<file path="src/rtl/sbus_pkg.sv">
// ----------------------------------------------------------------------------
// SBUS receiver package
// Shared constants, register indexes and types for the SBUS frame receiver.
// ----------------------------------------------------------------------------
package sbus_pkg;

  localparam int unsigned FRAME_BYTES   = 25;
  localparam int unsigned CHANNEL_COUNT = 6;
  localparam int unsigned GAP_LIMIT_US  = 3000;
  localparam int unsigned FILTER_COUNT  = 3;

  // The last frame byte is never stored: it arrives with the frame check.
  localparam int unsigned CELL_COUNT = FRAME_BYTES - 1;
  localparam int unsigned FLAG_BYTE  = 23;
  localparam int unsigned CH_FIELDS  = 6;
  localparam int unsigned CH_W       = 11;
  localparam int unsigned CH_SEL_W   = 3;
  localparam int unsigned IDX_W      = $clog2(FRAME_BYTES);

  localparam logic [31:0] IDLE_CAP     = 32'hFFFF_0000;
  localparam logic [31:0] GAP_LIMIT    = 32'(GAP_LIMIT_US);
  localparam logic [1:0]  FILTER_LIMIT = 2'(FILTER_COUNT);

  // Register reset values
  localparam logic [15:0] LOST_TIMEOUT_RST = 16'd100;
  localparam logic [2:0]  SW_CHANNEL_RST   = 3'd4;
  localparam logic [10:0] SW_LOW_RST       = 11'd200;
  localparam logic [10:0] SW_MID_RST       = 11'd1000;
  localparam logic [10:0] SW_HIGH_RST      = 11'd1800;
  localparam logic [7:0]  HEAD_BYTE_RST    = 8'h0F;
  localparam logic [7:0]  END_BYTE_RST     = 8'h00;
  localparam logic [7:0]  FS_MASK_RST      = 8'h04;

  typedef enum logic [2:0] {
    CFG_LOST_TIMEOUT = 3'd0,
    CFG_SW_CHANNEL   = 3'd1,
    CFG_SW_LOW       = 3'd2,
    CFG_SW_MID       = 3'd3,
    CFG_SW_HIGH      = 3'd4,
    CFG_HEAD_BYTE    = 3'd5,
    CFG_END_BYTE     = 3'd6,
    CFG_FS_MASK      = 3'd7
  } cfg_idx_e;

  typedef enum logic {
    OP_BYTE = 1'b0,
    OP_TICK = 1'b1
  } op_e;

  typedef enum logic [1:0] {
    SW_LOW  = 2'd0,
    SW_MID  = 2'd1,
    SW_HIGH = 2'd2
  } sw_pos_e;

  typedef struct packed {
    logic [CH_W-1:0] low;
    logic [CH_W-1:0] mid;
    logic [CH_W-1:0] high;
  } sw_cal_t;

  typedef struct packed {
    logic tick;
    logic online;
  } sw_ctrl_t;

endpackage

</file>
<file path="src/rtl/sbus_cell.sv">
// ----------------------------------------------------------------------------
// SBUS byte cell
// One byte of the frame shift line; takes its neighbor's byte on each beat.
// ----------------------------------------------------------------------------
module sbus_cell
  import sbus_pkg::*;
(
  input  logic       clk_i,
  input  logic       shift_i,
  input  logic [7:0] byte_i,
  output logic [7:0] byte_o
);

  logic [7:0] byte_q;
  logic [7:0] byte_d;

  assign byte_d = shift_i ? byte_i : byte_q;
  assign byte_o = byte_q;

  always_ff @(posedge clk_i) begin
    byte_q <= byte_d;
  end

endmodule

</file>
<file path="src/rtl/sbus_switch.sv">
// ----------------------------------------------------------------------------
// SBUS switch filter
// Nearest calibration point decode and three-in-a-row filter of the switch.
// ----------------------------------------------------------------------------
module sbus_switch
  import sbus_pkg::*;
(
  input  logic            clk_i,
  input  logic            rst_ni,
  input  sw_ctrl_t        ctrl_i,
  input  logic [CH_W-1:0] raw_i,
  input  sw_cal_t         cal_i,
  output logic [1:0]      pos_d_o,
  output logic [1:0]      pos_q_o
);

  logic [CH_W-1:0] dist_low;
  logic [CH_W-1:0] dist_mid;
  logic [CH_W-1:0] dist_high;
  sw_pos_e         pos;
  sw_pos_e         state_q, state_d;
  sw_pos_e         cand_q, cand_d;
  logic [1:0]      cnt_q, cnt_d;
  logic [1:0]      cnt_inc;

  assign dist_low  = (raw_i >= cal_i.low)  ? raw_i - cal_i.low  : cal_i.low  - raw_i;
  assign dist_mid  = (raw_i >= cal_i.mid)  ? raw_i - cal_i.mid  : cal_i.mid  - raw_i;
  assign dist_high = (raw_i >= cal_i.high) ? raw_i - cal_i.high : cal_i.high - raw_i;

  // Ties prefer low, then high, then middle.
  always_comb begin
    if (dist_low <= dist_mid && dist_low <= dist_high) begin
      pos = SW_LOW;
    end else if (dist_high <= dist_mid && dist_high <= dist_low) begin
      pos = SW_HIGH;
    end else begin
      pos = SW_MID;
    end
  end

  assign cnt_inc = cnt_q + 2'd1;

  always_comb begin
    state_d = state_q;
    cand_d  = cand_q;
    cnt_d   = cnt_q;
    if (ctrl_i.tick) begin
      if (ctrl_i.online) begin
        if (pos == cand_q) begin
          cnt_d = cnt_inc;
          if (cnt_inc >= FILTER_LIMIT) begin
            state_d = pos;
            cnt_d   = FILTER_LIMIT;
          end
        end else begin
          cand_d = pos;
          cnt_d  = 2'd1;
        end
      end else begin
        // drop to low while the link is down
        state_d = SW_LOW;
        cand_d  = SW_LOW;
        cnt_d   = 2'd0;
      end
    end
  end

  assign pos_d_o = state_d;
  assign pos_q_o = state_q;

  always_ff @(posedge clk_i or negedge rst_ni) begin
    if (!rst_ni) begin
      state_q <= SW_LOW;
      cand_q  <= SW_LOW;
      cnt_q   <= 2'd0;
    end else begin
      state_q <= state_d;
      cand_q  <= cand_d;
      cnt_q   <= cnt_d;
    end
  end

endmodule

</file>
<file path="src/rtl/sbus_receiver_with_failsafe_unit.sv">
// ----------------------------------------------------------------------------
// SBUS receiver with failsafe
// Results are registered, or held in the skid stage while the output stalls.
// Throughput: one beat per cycle while not stalled, bytes and ticks alike;
// bounded by the frame update and the idle timer add and compare on ticks.
// Reset: asynchronous, active low; clears all control state and registers,
// idle timer starts at the reset timeout plus one. No clearing pass.
// ----------------------------------------------------------------------------
module sbus_receiver_with_failsafe_unit
  import sbus_pkg::*;
(
  input  logic                clk_i,
  input  logic                rst_ni,
  // configuration
  input  logic                cfg_we_i,
  input  logic [2:0]          cfg_idx_i,
  input  logic [15:0]         cfg_data_i,
  // input channel
  input  logic                in_valid_i,
  output logic                in_stall_o,
  input  logic                operation_i,
  input  logic [7:0]          rx_byte_i,
  input  logic [31:0]         time_us_i,
  input  logic [15:0]         elapsed_ms_i,
  // result channel
  output logic                out_valid_o,
  input  logic                out_stall_i,
  output logic                frame_accepted_o,
  output logic [CH_W-1:0]     channel_a_o,
  output logic [CH_W-1:0]     channel_b_o,
  output logic [CH_W-1:0]     channel_c_o,
  output logic [CH_W-1:0]     channel_d_o,
  output logic [CH_W-1:0]     channel_e_o,
  output logic [CH_W-1:0]     channel_f_o,
  output logic                receiver_ok_o,
  output logic                link_online_o,
  output logic [1:0]          switch_position_o,
  output logic [31:0]         frame_total_o
);

  typedef struct packed {
    logic            accepted;
    logic [CH_W-1:0] ch_a;
    logic [CH_W-1:0] ch_b;
    logic [CH_W-1:0] ch_c;
    logic [CH_W-1:0] ch_d;
    logic [CH_W-1:0] ch_e;
    logic [CH_W-1:0] ch_f;
    logic            rx_ok;
    logic            online;
    logic [1:0]      sw_pos;
    logic [31:0]     frames;
  } res_t;

  // configuration registers
  logic [15:0]     timeout_q;
  logic [2:0]      sw_chan_q;
  sw_cal_t         cal_q;
  logic [7:0]      head_q;
  logic [7:0]      end_q;
  logic [7:0]      fs_mask_q;

  // frame and link state
  logic [IDX_W-1:0] idx_q, idx_d;
  logic [31:0]      prev_time_q, prev_time_d;
  logic [CH_W-1:0]  ch_q [CH_FIELDS];
  logic [CH_W-1:0]  ch_d [CH_FIELDS];
  logic             rx_ok_q, rx_ok_d;
  logic [31:0]      frames_q, frames_d;
  logic [31:0]      idle_q, idle_d;
  logic             online_q, online_d;

  // handshake and result buffer
  logic             in_acc;
  logic             out_take;
  logic             byte_acc;
  logic             tick_acc;
  res_t             res;
  res_t             out_q;
  res_t             skid_q;
  logic             out_valid_q;
  logic             skid_valid_q;

  // frame datapath
  logic [7:0]       cell_byte [CELL_COUNT];
  logic [7:0]       fb [1:9];
  logic [CH_W-1:0]  unpack [CH_FIELDS];
  logic [31:0]      gap;
  logic [IDX_W-1:0] idx_base;
  logic [IDX_W-1:0] idx_inc;
  logic             frame_end;
  logic             frame_ok;
  logic [7:0]       flag_byte;
  logic [31:0]      idle_sum;
  logic [CH_W-1:0]  sw_raw;
  sw_ctrl_t         sw_ctrl;
  logic [1:0]       sw_pos_d;
  logic [1:0]       sw_pos_q;

  assign in_stall_o = skid_valid_q;
  assign in_acc     = in_valid_i && !skid_valid_q;
  assign out_take   = out_valid_q && !out_stall_i;
  assign byte_acc   = in_acc && (op_e'(operation_i) == OP_BYTE);
  assign tick_acc   = in_acc && (op_e'(operation_i) == OP_TICK);

  // --------------------------------------------------------------------------
  // Configuration
  // --------------------------------------------------------------------------
  always_ff @(posedge clk_i or negedge rst_ni) begin
    if (!rst_ni) begin
      timeout_q <= LOST_TIMEOUT_RST;
      sw_chan_q <= SW_CHANNEL_RST;
      cal_q     <= '{low: SW_LOW_RST, mid: SW_MID_RST, high: SW_HIGH_RST};
      head_q    <= HEAD_BYTE_RST;
      end_q     <= END_BYTE_RST;
      fs_mask_q <= FS_MASK_RST;
    end else if (cfg_we_i) begin
      case (cfg_idx_e'(cfg_idx_i))
        CFG_LOST_TIMEOUT: timeout_q  <= cfg_data_i;
        CFG_SW_CHANNEL:   sw_chan_q  <= cfg_data_i[2:0];
        CFG_SW_LOW:       cal_q.low  <= cfg_data_i[CH_W-1:0];
        CFG_SW_MID:       cal_q.mid  <= cfg_data_i[CH_W-1:0];
        CFG_SW_HIGH:      cal_q.high <= cfg_data_i[CH_W-1:0];
        CFG_HEAD_BYTE:    head_q     <= cfg_data_i[7:0];
        CFG_END_BYTE:     end_q      <= cfg_data_i[7:0];
        CFG_FS_MASK:      fs_mask_q  <= cfg_data_i[7:0];
        default: ;
      endcase
    end
  end

  // --------------------------------------------------------------------------
  // Frame shift line: cell 0 holds the newest byte
  // --------------------------------------------------------------------------
  for (genvar i = 0; i < CELL_COUNT; i++) begin : g_cell
    if (i == 0) begin : g_head
      sbus_cell u_cell (
        .clk_i  (clk_i),
        .shift_i(byte_acc),
        .byte_i (rx_byte_i),
        .byte_o (cell_byte[i])
      );
    end else begin : g_body
      sbus_cell u_cell (
        .clk_i  (clk_i),
        .shift_i(byte_acc),
        .byte_i (cell_byte[i-1]),
        .byte_o (cell_byte[i])
      );
    end
  end

  // frame byte k sits in cell CELL_COUNT-1-k once the last byte arrives
  for (genvar k = 1; k <= 9; k++) begin : g_fb
    assign fb[k] = cell_byte[CELL_COUNT-1-k];
  end

  assign flag_byte = cell_byte[CELL_COUNT-1-FLAG_BYTE];

  assign unpack[0] = {fb[2][2:0], fb[1]};
  assign unpack[1] = {fb[3][5:0], fb[2][7:3]};
  assign unpack[2] = {fb[5][0],   fb[4],      fb[3][7:6]};
  assign unpack[3] = {fb[6][3:0], fb[5][7:1]};
  assign unpack[4] = {fb[7][6:0], fb[6][7:4]};
  assign unpack[5] = {fb[9][1:0], fb[8],      fb[7][7]};

  assign gap       = time_us_i - prev_time_q;
  assign idx_base  = (gap > GAP_LIMIT) ? '0 : idx_q;
  assign idx_inc   = idx_base + IDX_W'(1);
  assign frame_end = (idx_inc == IDX_W'(FRAME_BYTES));
  assign frame_ok  = frame_end && (cell_byte[CELL_COUNT-1] == head_q) && (rx_byte_i == end_q);

  assign idle_sum  = idle_q + {16'd0, elapsed_ms_i};

  always_comb begin
    idx_d       = idx_q;
    prev_time_d = prev_time_q;
    ch_d        = ch_q;
    rx_ok_d     = rx_ok_q;
    frames_d    = frames_q;
    idle_d      = idle_q;
    online_d    = online_q;
    if (byte_acc) begin
      prev_time_d = time_us_i;
      idx_d       = frame_end ? '0 : idx_inc;
      if (frame_ok) begin
        for (int c = 0; c < CH_FIELDS; c++) begin
          if (c < CHANNEL_COUNT) begin
            ch_d[c] = unpack[c];
          end
        end
        rx_ok_d  = ((flag_byte & fs_mask_q) != fs_mask_q);
        frames_d = frames_q + 32'd1;
        idle_d   = '0;
      end
    end
    if (tick_acc) begin
      // hold near the top instead of wrapping
      if (idle_q < IDLE_CAP) begin
        idle_d = idle_sum;
      end
      online_d = (idle_d <= {16'd0, timeout_q}) && rx_ok_q;
    end
  end

  // --------------------------------------------------------------------------
  // Switch filter
  // --------------------------------------------------------------------------
  assign sw_raw  = (32'(sw_chan_q) < CHANNEL_COUNT) ? ch_q[sw_chan_q] : '0;
  assign sw_ctrl = '{tick: tick_acc, online: online_d};

  sbus_switch u_switch (
    .clk_i  (clk_i),
    .rst_ni (rst_ni),
    .ctrl_i (sw_ctrl),
    .raw_i  (sw_raw),
    .cal_i  (cal_q),
    .pos_d_o(sw_pos_d),
    .pos_q_o(sw_pos_q)
  );

  always_ff @(posedge clk_i or negedge rst_ni) begin
    if (!rst_ni) begin
      idx_q       <= '0;
      prev_time_q <= '0;
      for (int c = 0; c < CH_FIELDS; c++) begin
        ch_q[c] <= '0;
      end
      rx_ok_q     <= 1'b0;
      frames_q    <= '0;
      idle_q      <= {16'd0, LOST_TIMEOUT_RST} + 32'd1;
      online_q    <= 1'b0;
    end else begin
      idx_q       <= idx_d;
      prev_time_q <= prev_time_d;
      ch_q        <= ch_d;
      rx_ok_q     <= rx_ok_d;
      frames_q    <= frames_d;
      idle_q      <= idle_d;
      online_q    <= online_d;
    end
  end

  // --------------------------------------------------------------------------
  // Result beat: output register plus skid stage
  // --------------------------------------------------------------------------
  always_comb begin
    res.accepted = byte_acc && frame_ok;
    res.ch_a     = ch_d[0];
    res.ch_b     = ch_d[1];
    res.ch_c     = ch_d[2];
    res.ch_d     = ch_d[3];
    res.ch_e     = ch_d[4];
    res.ch_f     = ch_d[5];
    res.rx_ok    = rx_ok_d;
    res.online   = online_d;
    res.sw_pos   = sw_pos_d;
    res.frames   = frames_d;
  end

  always_ff @(posedge clk_i or negedge rst_ni) begin
    if (!rst_ni) begin
      out_valid_q  <= 1'b0;
      skid_valid_q <= 1'b0;
    end else begin
      if (out_take || !out_valid_q) begin
        out_valid_q  <= skid_valid_q || in_acc;
        skid_valid_q <= 1'b0;
      end else if (in_acc) begin
        skid_valid_q <= 1'b1;
      end
    end
  end

  always_ff @(posedge clk_i) begin
    if (out_take || !out_valid_q) begin
      out_q <= skid_valid_q ? skid_q : res;
    end
    if (in_acc && out_valid_q && !out_take) begin
      skid_q <= res;
    end
  end

  assign out_valid_o       = out_valid_q;
  assign frame_accepted_o  = out_q.accepted;
  assign channel_a_o       = out_q.ch_a;
  assign channel_b_o       = out_q.ch_b;
  assign channel_c_o       = out_q.ch_c;
  assign channel_d_o       = out_q.ch_d;
  assign channel_e_o       = out_q.ch_e;
  assign channel_f_o       = out_q.ch_f;
  assign receiver_ok_o     = out_q.rx_ok;
  assign link_online_o     = out_q.online;
  assign switch_position_o = out_q.sw_pos;
  assign frame_total_o     = out_q.frames;

`ifndef ASSERT_OFF
  a_idx_range: assert property (@(posedge clk_i) disable iff (!rst_ni)
    idx_q < IDX_W'(FRAME_BYTES))
    else $error("byte index beyond frame length");

  a_skid_order: assert property (@(posedge clk_i) disable iff (!rst_ni)
    skid_valid_q |-> out_valid_q)
    else $error("skid stage holds a beat ahead of the output register");

  a_frame_count: assert property (@(posedge clk_i) disable iff (!rst_ni)
    (byte_acc && frame_ok) |=> (frames_q == $past(frames_q) + 32'd1))
    else $error("valid frame did not advance the frame count");

  a_offline_low: assert property (@(posedge clk_i) disable iff (!rst_ni)
    (tick_acc && !online_d) |=> (sw_pos_q == SW_LOW))
    else $error("switch not forced low while offline");
`endif

endmodule

</file>
<file path="config.mk">
export PLATFORM = sky130hd
export DESIGN_NAME = sbus_receiver_with_failsafe_unit
export DESIGN_NICKNAME = d
export VERILOG_FILES = /design/src/rtl/sbus_pkg.sv /design/src/rtl/sbus_cell.sv /design/src/rtl/sbus_switch.sv /design/src/rtl/sbus_receiver_with_failsafe_unit.sv
export SDC_FILE = /design/constraint.sdc
export NUM_CORES = 1
export LEC_CHECK = 0
export ABC_AREA = 0
export CORE_MARGIN = 2
export CORE_UTILIZATION = 35
export DETAILED_ROUTE_END_ITERATION = 6
export DONT_BUFFER_PORTS = 1
export PLACE_DENSITY = 0.53
export SLEW_MARGIN = 20
export SYNTH_ARGS = -nofsm -noshare
export SYNTH_HDL_FRONTEND = slang
export SYNTH_HIERARCHICAL = 1
export SYNTH_SLANG_ARGS = --single-unit
</file>
<file path="constraint.sdc">
create_clock -name clk_i -period 22.6 [get_ports clk_i]
set_input_delay 1.13 -clock clk_i [delete_from_list [all_inputs] [get_ports clk_i]]
set_output_delay 1.13 -clock clk_i [all_outputs]
set_load 0.005 [all_outputs]
</file>
======== Word level (Yosys, flattened, before mapping) ========
Cells that the tools add are included.
storage, ports and cells
  flip-flop bits (word level) ............. 651
  bits of input ports ..................... 81
  output and inout bits ................... 105
  logic and storage cells ................. 175
cells by class
  add/sub/neg operators ................... 11
  order comparisons ....................... 13
  eq/ne operators ......................... 13
  muxes and demuxes ....................... 35
  bitwise gates (word level) .............. 3
  reduce and logical (&&, ||, !) cells .... 29
operator list
  operator               number
  $mux 32                7
  $mux 66                2
  $mux 103               1
  $mux 11                6
  $sub 11x11->11         6
  $le 11x11->1           4
  $bmux 11 s3            1
  $ge 11x11->1           3
  $add 32x1->32 const B  1
  $add 32x16->32         1
  $gt 32x12->1 const B   1
  $le 32x16->1           1
  $lt 32x32->1 const B   1
  $sub 32x32->32         1
  $mux 2                 11
  $reduce_and 2->1       9
  $eq 8x8->1             2
  $eq 3x3->1 const B     4
  $logic_and 1x1->1      12
  $mux 5                 2
  $and 8x8->8            1
  $ne 8x8->1             1
  $eq 3x2->1 const B     2
  $add 5x1->5 const B    1
  15 further kinds       23

======== Longest topological paths before layout ========
Gate-level depths: netlist of the first run.
  depth in word-level cells ............... 17
  mapped depth ............................ 48
  gate-level depth less buffers ........... 42

======== Hierarchy ========
The synthesis of the first run kept the hierarchy.
modules (own cells, without submodules)
  module                            times used  cells each  area an instance (µm²)  seq. area each (µm²)
  sbus_receiver_with_failsafe_unit  1           1819        22486.6                 12399.4
  sbus_cell                         24          8           240.2                   240.2
  sbus_switch                       1           511         4025.1                  150.1

======== Worst setup path before layout of the first run ========
Ideal clock, no wire load.
  path type ............................... input -> register
  start ................................... input time_us_i[0]
  end ..................................... register out_q, in the netlist switch_position_o[1], data pin
  setup time .............................. 0.129 ns
  data arrival time ....................... 9.500 ns
  setup slack ............................. 12.971 ns
  cell stages on the path ................. 47
  path through ............................ inv_1 -> ha_1 -> inv_1 -> fa_1 -> a21oi_1 -> o221ai_2 -> a211oi_1 -> mux2_2 -> or3b_2 -> or3_1 -> nor3_1 -> and4_1 -> nor4b_1 -> nand2_1 -> inv_1 -> ha_1 -> nand2_1 -> o22ai_1 -> (+11 left out) -> ha_1 -> a21o_1 -> a21o_1 -> a21o_1 -> a21oi_1 -> nor2b_1 -> o21ai_0 -> o211ai_1 -> a21oi_1 -> o2111a_1 -> nand3_1 -> o21ai_0 -> nand2_1 -> a31oi_1 -> nor4b_2 -> or2_1 -> o311a_1 -> mux2_2
RTL lines
  element               RTL line                                 RTL
  start, declared       sbus_receiver_with_failsafe_unit.sv:23   input logic [31:0] time_us_i,
  end signal, assigned  sbus_receiver_with_failsafe_unit.sv:277  out_q <= skid_valid_q ? skid_q : res;
  end, declared         sbus_receiver_with_failsafe_unit.sv:79   res_t out_q;

==> results of run 1 <==
## layout by cell type, fill, tap and decap left out, drive strengths merged, types with 26 or more instances in the layout
cell type,synthesis,final
edfxtp,398,398
mux2,242,242
dfrtp,227,227
nand2,176,176
inv,168,171
ha,161,161
o21ai,150,150
a21oi,97,97
clkbuf,68,97
nand3,67,67
nor2,62,62
nor3,56,56
xor2,53,53
xnor2,51,51
a21o,48,48
nand4,40,40
clkinv,0,30
dfstp,26,26
or3,26,26
## cells by family after synthesis
group,after synthesis
mux,277
compound gates,500
buf+inv,268
fa+ha+maj,169
simple gates,553
flops,651
xor+xnor,104
## state kept, by name (all words and copies together) (netlist names), 16 cells and up
name and count:
frames_q 32, ch_q 66, skid_q 103, prev_time_q 32, g_cell.g_body.u_cell/byte_o 184, idle_q 32, cal_q 33, timeout_q 16
frame_total_o 32
## cell type report
type,instances,area [µm²]
fill,8589,55410
sequential,651,18320
tap,1186,1484
clock buffer,97,2041
multi-input combinational,1603,12900
timing repair buffer,18,135.1
clock inverter,45,589.3
inverter,168,640.6
## worst max-delay path, delay by kind of cell
family | cells | cell delay [ns]
buffers and inverters | 3 | 0.20
AND/OR/NAND/NOR | 17 | 4.64
AO/OA/AOI/OAI | 16 | 3.55
adder cells (fa/ha/maj) | 4 | 1.11
multiplexers | 2 | 0.57
## worst max path at each step
stage | start | end | slack [ns] | cells after the start
floorplan | time_us_i[0] | switch_position_o[1]$_DFFE_PN_ | 12.97 | 47
global placement | time_us_i[0] | switch_position_o[1]$_DFFE_PN_ | 11.63 | 42
detailed placement | time_us_i[0] | switch_position_o[1]$_DFFE_PN_ | 11.33 | 42
CTS | time_us_i[0] | switch_position_o[1]$_DFFE_PN_ | 11.97 | 42
global route | time_us_i[0] | switch_position_o[1]$_DFFE_PN_ | 10.85 | 42
finish | time_us_i[0] | switch_position_o[1]$_DFFE_PN_ | 11.93 | 42
## where the power goes
part / leakage [nW] / switching, mW / total, mW / internal (mW)
combinational: 6.44 / 0.505 / 0.876 / 0.371
clock: 1.27 / 0.519 / 1.26 / 0.745
sequential: 6.96 / 0.0733 / 1.45 / 1.38
## through the flow
stage                     hold WS (ns)  total power, mW
after floorplan                 0.4003            2.122
after global placement          0.4017            2.330
after detailed placement        0.4045            2.345
after CTS                       0.1399            3.635
after global routing            0.1408            3.802
final                           0.1821            3.593
## per-layer routing
metal,track usage [%],up-vias,wire length (µm)
met5,0,-,69
met4,5.570,10,2488
met3,4.267,151,4536
met2,26.87,462,36690
met1,22.34,9744,35670
li1,-,9315,-
==> reports/metrics.cfg, run 1 <==
[run_status]
status = completed

[clock_tree]
numCtsBuffers = 76
cts_max_level = 3
post_cts_buffers = 0
clock_latency_ns = 0.66
cts_tree = yes
ctsHoldBuffers = 0
ctsLongestPathBuffers = 3
clock_sinks = 651
cts_root_buf = clkbuf_16
clk_pin_slew_ns = 0.06
cts_resized = 0

[drt]
drc = 0
vias = 19680
wirelength_um = 79460
postRouteAntennaNets = 0
via_per_inst = 5.223
first_iter_violations = 1155
wl_per_cell_um = 21.09
dr.pass1.iters = 5

[setup_path]
rrSetupSlack_ns = 12.14
worst-path-max-fanout = 65
critPathKind = in2reg
critical_path_arrival_ns = 11.20
rr_endpoint = switch_position_o[1]$_DFFE_PN_
startpoint_type = input port
slowest_delay_ns = 0.86
worstPathRequired_ns = 23.13
r2r-start = prev_time_q[0]$_DFFE_PN0P_
endpoint_kind = flip-flop
critPathSlowestCell = or2_4
reg2reg_depth = 41

[die]
die_h_um = 307.7
ioPinCount = 186
start_util_pct = 35.27
fp.dieW_um = 307.7
core_mm2 = 0.09152
die_area_mm2 = 0.09467
fp-row-count = 111

[logic_synthesis]
ys_async_sr_fraction_pct = 38.86
synth_flop_cell = edfxtp_1
synth-edff-count = 398
synth.top_cell.area_share_pct = 37.03
yosysUniqueCellTypes = 101
yosys.cell_count.top_type = edfxtp_1
synthCells = 2522
synth_top_family_by_area = multiplexers
avgSynthCellArea_um2 = 12.80
netlist_area_mm2 = 0.03228
yosysSeqAreaShare_pct = 56.74
yosys-mux-area-fraction_pct = 11.33
synth.net_count = 2772
synth-adder-area-share_pct = 6.737
synth-seq-cells = 651
synthTopCellsByCount = edfxtp_1 (398), dfrtp_1 (227), nand2_1 (175)
synthXorXnorAreaFrac_pct = 2.822
synth_compound_area_share_pct = 10.19
synth_area_leader_cell = edfxtp_1
synthSimpleGateAreaFrac_pct = 8.772
ys_warn_count = 6
netlist_top_cells_area = edfxtp_1 (37%), dfrtp_1 (18%), ha_1 (6.2%)

[finish]
fin_nets = 2768
final_util_pct = 39.45
final_area_mm2 = 0.03611
num_antenna_cells = 0
finalNonFillerCells = 3768
area_growth_pct = 11.87
drive_gt1_share_pct = 17.85

[grt]
grt_pass1_wl_um = 122600
overflow = 0
grt_max_degree = 254
grt_pass1_vias = 20190
grtUsageTotal_pct = 16.84
grt_antenna_before_repair = 9

[power]
power_density_mw_per_mm2 = 99.50
p_leak_nw = 14.67
peakVddDrop_v = 0.00005423

[placed_design]
placedCellCount = 3626
gp_congestion = 0.8871
pre_cts_ws_ns = 11.33
place_area_mm2 = 0.03347
dp_hpwl_um = 57260
io_buffers = 0

[timing]
setup_violations = 0
hold_viol = 0
slew_headroom_pct = 31.96
fmax_mhz = 93.76
finClkSkew_ns = 0.05647
rsz0062_at_grt = no
worst_pin_slew_ns = 1.021
timing.setup.tns_ns = 0
maxSlewViolCount = 0
setup_ws_ns = 11.93
min_period_over_period_pct = 47.19
min_period_ns = 10.67

[flow_run]
cap_violations = 0

[hold_path]
hp-class = in2async

Note: power is estimated with default switching activity, not from simulation.
==> run 2, diff against run 1 <==
==> constraint.sdc (replaced) <==
create_clock -name clk_i -period 10.45 [get_ports clk_i]
set_input_delay 0.5225 -clock clk_i [delete_from_list [all_inputs] [get_ports clk_i]]
set_output_delay 0.5225 -clock clk_i [all_outputs]
set_load 0.005 [all_outputs]
==> run 2 against run 1 <==
  * Sequential share of layout area down 0.69 points
  * Final cell count is 1.8% higher
  * Non-clock buffer count is 64 higher
  * Largest power group unchanged
  * Combinational power rose by 120%
  * Via count increased by 1.9%
  * Die area stayed put
  * Worst hold slack got worse by 0.14 ns
  * Highest routed layer unchanged
  * Power increased by 110%
  * Setup slack got worse by 11 ns
==> reports/metrics.cfg, run 2 (same netlist as run 1, synthesis figures left out) <==
[run_status]
status = completed

[timing]
setup_violations = 0
hold_viol = 0
hold_slack_ns = 0.03762
finClkSkew_ns = 0.03146
maxSlewViolCount = 0
rsz0062_at_grt = no
slew_headroom_pct = 17.98
timing.setup.tns_ns = 0
setup_ws_ns = 0.7337
worst_pin_slew_ns = 1.228
min_period_ns = 9.716
fmax_mhz = 102.9
min_period_over_period_pct = 92.98

[setup_path]
rrSetupSlack_ns = 0.73
reg2reg_depth = 42
endpoint_kind = flip-flop
slowest_delay_ns = 0.46
startpoint_type = flip-flop
critPathKind = reg2reg
worst-path-max-fanout = 32
worstPathRequired_ns = 10.97
rr_endpoint = switch_position_o[1]$_DFFE_PN_
critPathLaunch = prev_time_q[0]$_DFFE_PN0P_
cp_num_buf_inv = 3
cp_top_family = simple AND/OR/NAND/NOR gates
critPathSlowestCell = or3b_2
r2r-start = prev_time_q[0]$_DFFE_PN0P_
critical_path_arrival_ns = 10.23

[die]
ioPinCount = 186
fp-row-count = 111
start_util_pct = 35.27
die_h_um = 307.7
die_area_mm2 = 0.09467
fp.dieW_um = 307.7
core_mm2 = 0.09152

[finish]
finalNonFillerCells = 3835
mostFrequentLayoutCell = edfxtp_1
fillCellCount = 8476
largest_reg_flops = 184
drive_gt1_share_pct = 17.24
area_growth_pct = 13.42
fin_nets = 2832
final_cell_mix = edfxtp_1 (398), dfrtp_1 (227), nand2_1 (174)

[drt]
dr.pass1.iters = 5
routed.top_layer = met5
wirelength_um = 81090
wl_met2_um = 38520
wl_met3_um = 4502
drt-met1-wl_um = 36550
via_per_inst = 5.227
vias = 20050
postRouteAntennaNets = 0
first_iter_violations = 1373
wl_per_cell_um = 21.15
drc = 0

[power]
seq_power_share_pct = 41.0
p_leak_nw = 14.86
switching_power_mw = 2.403
internal-power_mw = 5.271
pwr-share-clk_pct = 33.6
peakVddDrop_v = 0.0001206
power_density_mw_per_mm2 = 209.6
combPwrFrac_pct = 25.4
swShare_pct = 31.31

[clock_tree]
ctsLongestPathBuffers = 3
cts_max_level = 3
clock_sinks = 651
cts_tree = yes
numCtsBuffers = 76
post_cts_buffers = 0
clock_latency_ns = 0.66
clk_pin_slew_ns = 0.05
cts_root_buf = clkbuf_16

[placed_design]
gp_congestion = 0.8698
pre_cts_ws_ns = 0.1849
placedCellCount = 3629
dp_hpwl_um = 57110
io_buffers = 0

[grt]
grt_pass1_wl_um = 123200
grtUsageTotal_pct = 17.03
overflow = 0
grt_pass1_vias = 20210
grt_max_degree = 254
grt_antenna_before_repair = 8

[hold_path]
hp-class = in2reg
hold_path_depth = 2
hold_path.startpoint = time_us_i[11]
whs_endpoint = prev_time_q[11]$_DFFE_PN0P_

[flow_run]
cap_violations = 0

[run 2: area by class of cell]
| cell class | count | area [µm²] | area share, % |
|---|---|---|---|
| antenna | 4 | 10.01 | 0.02734 |
| clock buffer | 107 | 2090 | 5.708 |
| clock inverter | 34 | 357.8 | 0.9775 |
| inverter | 168 | 640.6 | 1.750 |
| multi-input combinational | 1603 | 12910 | 35.26 |
| sequential | 651 | 18320 | 50.03 |
| tap | 1186 | 1484 | 4.053 |
| timing repair buffer | 82 | 803.3 | 2.194 |
[run 2: power by group through the flow]
stage | combinational (mW) | sequential, mW | clock [mW]
final | 1.95 | 3.15 | 2.58
after detailed placement | 1.87 | 3.20 | 0
after global placement | 1.85 | 3.20 | 0
after global routing | 2.17 | 3.17 | 2.75
after floorplan | 1.46 | 3.13 | 0
after CTS | 1.94 | 3.15 | 2.65
[run 2: timing repair]
item                                    4_1_cts  5_1_grt
hold buffers                                 59        1
hold endpoints to repair                    360       98
resized for setup                             0        3
endpoints found under the setup margin        0        3
[run 2: worst max path at each step]
stage,end,slack [ns],cells past startpoint
after floorplan,switch_position_o[1]$_DFFE_PN_,1.43,47
after global placement,switch_position_o[1]$_DFFE_PN_,0.64,43
after detailed placement,switch_position_o[1]$_DFFE_PN_,0.18,43
after CTS,switch_position_o[1]$_DFFE_PN_,0.35,42
after global routing,switch_position_o[1]$_DFFE_PN_,0.11,42
final,switch_position_o[1]$_DFFE_PN_,0.73,42
[run 2: routing by layer]
layer | vias to the layer above | track usage (%)
li1 | 9435 | -
met1 | 10000 | 23.04
met2 | 502 | 27.94
met3 | 101 | 3.262
met4 | 6 | 4.549
met5 | - | 0
[run 2: metrics by stage]
stage	total power, mW	utilization, %	instance area, µm²
after global routing	8.099	40.00	36610
final	7.674	40.00	36610
after CTS	7.743	39.93	36550
after global placement	5.041	36.60	33490
after detailed placement	5.073	36.60	33490
after floorplan	4.590	-	32280
==> run 3, diff against run 2 <==
--- a/config.mk
+++ b/config.mk
@@ -6,11 +6,12 @@
 export NUM_CORES = 1
 export LEC_CHECK = 0
 export ABC_AREA = 0
+export CAP_MARGIN = 40
 export CORE_MARGIN = 2
-export CORE_UTILIZATION = 35
+export CORE_UTILIZATION = 30
 export DETAILED_ROUTE_END_ITERATION = 6
 export DONT_BUFFER_PORTS = 1
-export PLACE_DENSITY = 0.53
+export PLACE_DENSITY_LB_ADDON = 0.3
 export SLEW_MARGIN = 20
 export SYNTH_ARGS = -nofsm -noshare
 export SYNTH_HDL_FRONTEND = slang
==> run 3 against run 2 <==
  * Non-clock buffer count rose by 1
  * Die area rose by 16%
  * Final cell count rose by 5.8%
  * Power rose by 0.42%
  * Worst hold slack improved by 0.0067 ns
  * Setup slack improved by 0.24 ns
  * Critical path depth fell by 1
  * Clock skew rose by 0.035 ns
  * Routed wire length rose by 0.25%
  * Via count fell by 1.1%
  * Critical path type unchanged
  * Critical endpoint unchanged
==> reports/metrics.cfg, run 3 (same netlist as run 1, synthesis figures left out) <==
[timing]
fmax_mhz = 105.5
timing.setup.tns_ns = 0
maxSlewViolCount = 0
min_period_ns = 9.475
setup_violations = 0
finClkSkew_ns = 0.06635
slew_headroom_pct = 42.34
hold_viol = 0
worst_pin_slew_ns = 0.8649
min_period_over_period_pct = 90.67
rsz0062_at_grt = no

[die]
start_util_pct = 30.19
die_h_um = 332.0
core_mm2 = 0.1069
fp.dieW_um = 332.0
fp-row-count = 120
ioPinCount = 186
die_area_mm2 = 0.1102

[finish]
register_area_mm2 = 0.01832
fillCellCount = 10570
area_growth_pct = 14.85
drive_gt1_share_pct = 17.69
final_cell_mix = edfxtp_1 (398), dfrtp_1 (227), nand2_1 (174)
fin_nets = 2833
multi_input_area_mm2 = 0.01290
largest_reg_flops = 184
mostFrequentLayoutCell = edfxtp_1

[drt]
dr.pass1.iters = 5
routed.top_layer = met5
drc = 0
wl_met2_um = 36590
wl_met3_um = 4692
drt-met1-wl_um = 37890
first_iter_violations = 1330
wl_per_cell_um = 20.04
vias = 19830
wirelength_um = 81290
via_per_inst = 4.889
postRouteAntennaNets = 0

[power]
peakVddDrop_v = 0.0001272
p_leak_nw = 14.96
power_mw = 7.707
power_density_mw_per_mm2 = 207.9

[setup_path]
startpoint_type = flip-flop
critPathLaunch = prev_time_q[0]$_DFFE_PN0P_
worstPathRequired_ns = 10.97
reg2reg_depth = 41
rr_endpoint = switch_position_o[1]$_DFFE_PN_
critPathKind = reg2reg
endpoint_kind = flip-flop
critical_path_arrival_ns = 10.00
slowest_delay_ns = 0.55
rrSetupSlack_ns = 0.98
worst-path-max-fanout = 28
r2r-start = prev_time_q[0]$_DFFE_PN0P_
critPathSlowestCell = a211oi_1
cp-endpoint = switch_position_o[1]$_DFFE_PN_

[placed_design]
io_buffers = 0
gp_congestion = 0.8735
dp_hpwl_um = 56700

[grt]
overflow = 0
grt_max_degree = 254
grt_pass1_wl_um = 124700
grt_antenna_before_repair = 12
grt_pass1_vias = 19790
grtUsageTotal_pct = 14.71

[clock_tree]
cts_root_buf = clkbuf_16
cts_tree = yes
clock_sinks = 651
cts_resized = 0
clk_pin_slew_ns = 0.06
ctsLongestPathBuffers = 3
numCtsBuffers = 76
cts_max_level = 3
clock_latency_ns = 0.66

[flow_run]
cap_violations = 0

[hold_path]
hp-class = in2reg

[run_status]
status = completed

run 3: changes by cell type in the layout (fill, tap and decap cells not counted), moves of 2 or more:
cell / delta
clkbuf_1: -7
dlygate4sd3_1: -6
buf_16: +5
diode_2: +4
inv_6: +3
buf_4: -2
buf_8: +2
bufinv_16: +2
inv_16: +2
run 3: what timing repair did:
item | 4_1_cts | 5_1_grt
setup buffers | 0 | 0
hold buffers | 53 | 1
endpoints found under the hold margin | 354 | 23
run 3: stage by stage:
| stage | util (%) | std cells | hold slack, ns | instance area (µm²) | setup WS (ns) |
|---|---|---|---|---|---|
| final | 34.68 | 4056 | 0.04435 | 37070 | 0.9750 |
| after global routing | 34.66 | 4051 | 0.01248 | 37060 | 0.04833 |
| after CTS | 34.57 | 4044 | 0.0008930 | 36960 | 1.007 |
| after detailed placement | 31.70 | 3851 | 0.2453 | 33890 | 0.8446 |
| after global placement | 31.56 | 3842 | 0.2454 | 33740 | 0.9163 |
| after floorplan | - | 2522 | 0.2269 | 32280 | 1.428 |
run 3: layer usage:
metal  track usage (%)  vias up
met5                 0        -
met4             4.352        8
met3             3.649      128
met2             22.82      454
met1             20.26     9780
li1                  -     9461
run 3: where the power goes:
part           internal, mW  leakage [nW]  switching [mW]  total (mW)
Clock                  1.53          1.22            1.13        2.66
Combinational         0.817          6.78            1.09        1.91
Sequential             2.98          6.96           0.161        3.14
Total                  5.33          15.0            2.38        7.71
run 3: final cells by class:
| class | instances | area share [%] |
|---|---|---|
| Antenna cell | 8 | 0.05400 |
| Clock buffer | 101 | 5.603 |
| Clock inverter | 39 | 1.202 |
| Inverter | 168 | 1.735 |
| Multi-Input combinational cell | 1603 | 34.80 |
| Sequential cell | 651 | 49.41 |
| Tap cell | 1403 | 4.736 |
| Timing Repair Buffer | 83 | 2.461 |
run 3: worst min-delay path by stage:
stage	startpoint	to	slack (ns)	cells past startpoint
floorplan	rst_ni	cal_q[0]$_DFFE_PN0P_	0.23	0
global placement	rst_ni	frames_q[10]$_DFF_PN0_	0.25	0
detailed placement	rst_ni	frames_q[10]$_DFF_PN0_	0.25	0
CTS	cfg_data_i[11]	timeout_q[11]$_DFFE_PN0P_	0.0009	2
global route	cfg_data_i[10]	cal_q[10]$_DFFE_PN1P_	0.01	1
finish	cfg_data_i[11]	timeout_q[11]$_DFFE_PN0P_	0.04	2
run 3: worst max-delay path, delay by kind of cell (launching register included):
family / cells / cell delay (ns)
AND/OR/NAND/NOR: 17 / 3.77
AO/OA/AOI/OAI: 16 / 3.36
adder cells (fa/ha/maj): 4 / 1.13
multiplexers: 2 / 0.58
flip-flops: 1 / 0.34
buffers and inverters: 2 / 0.14
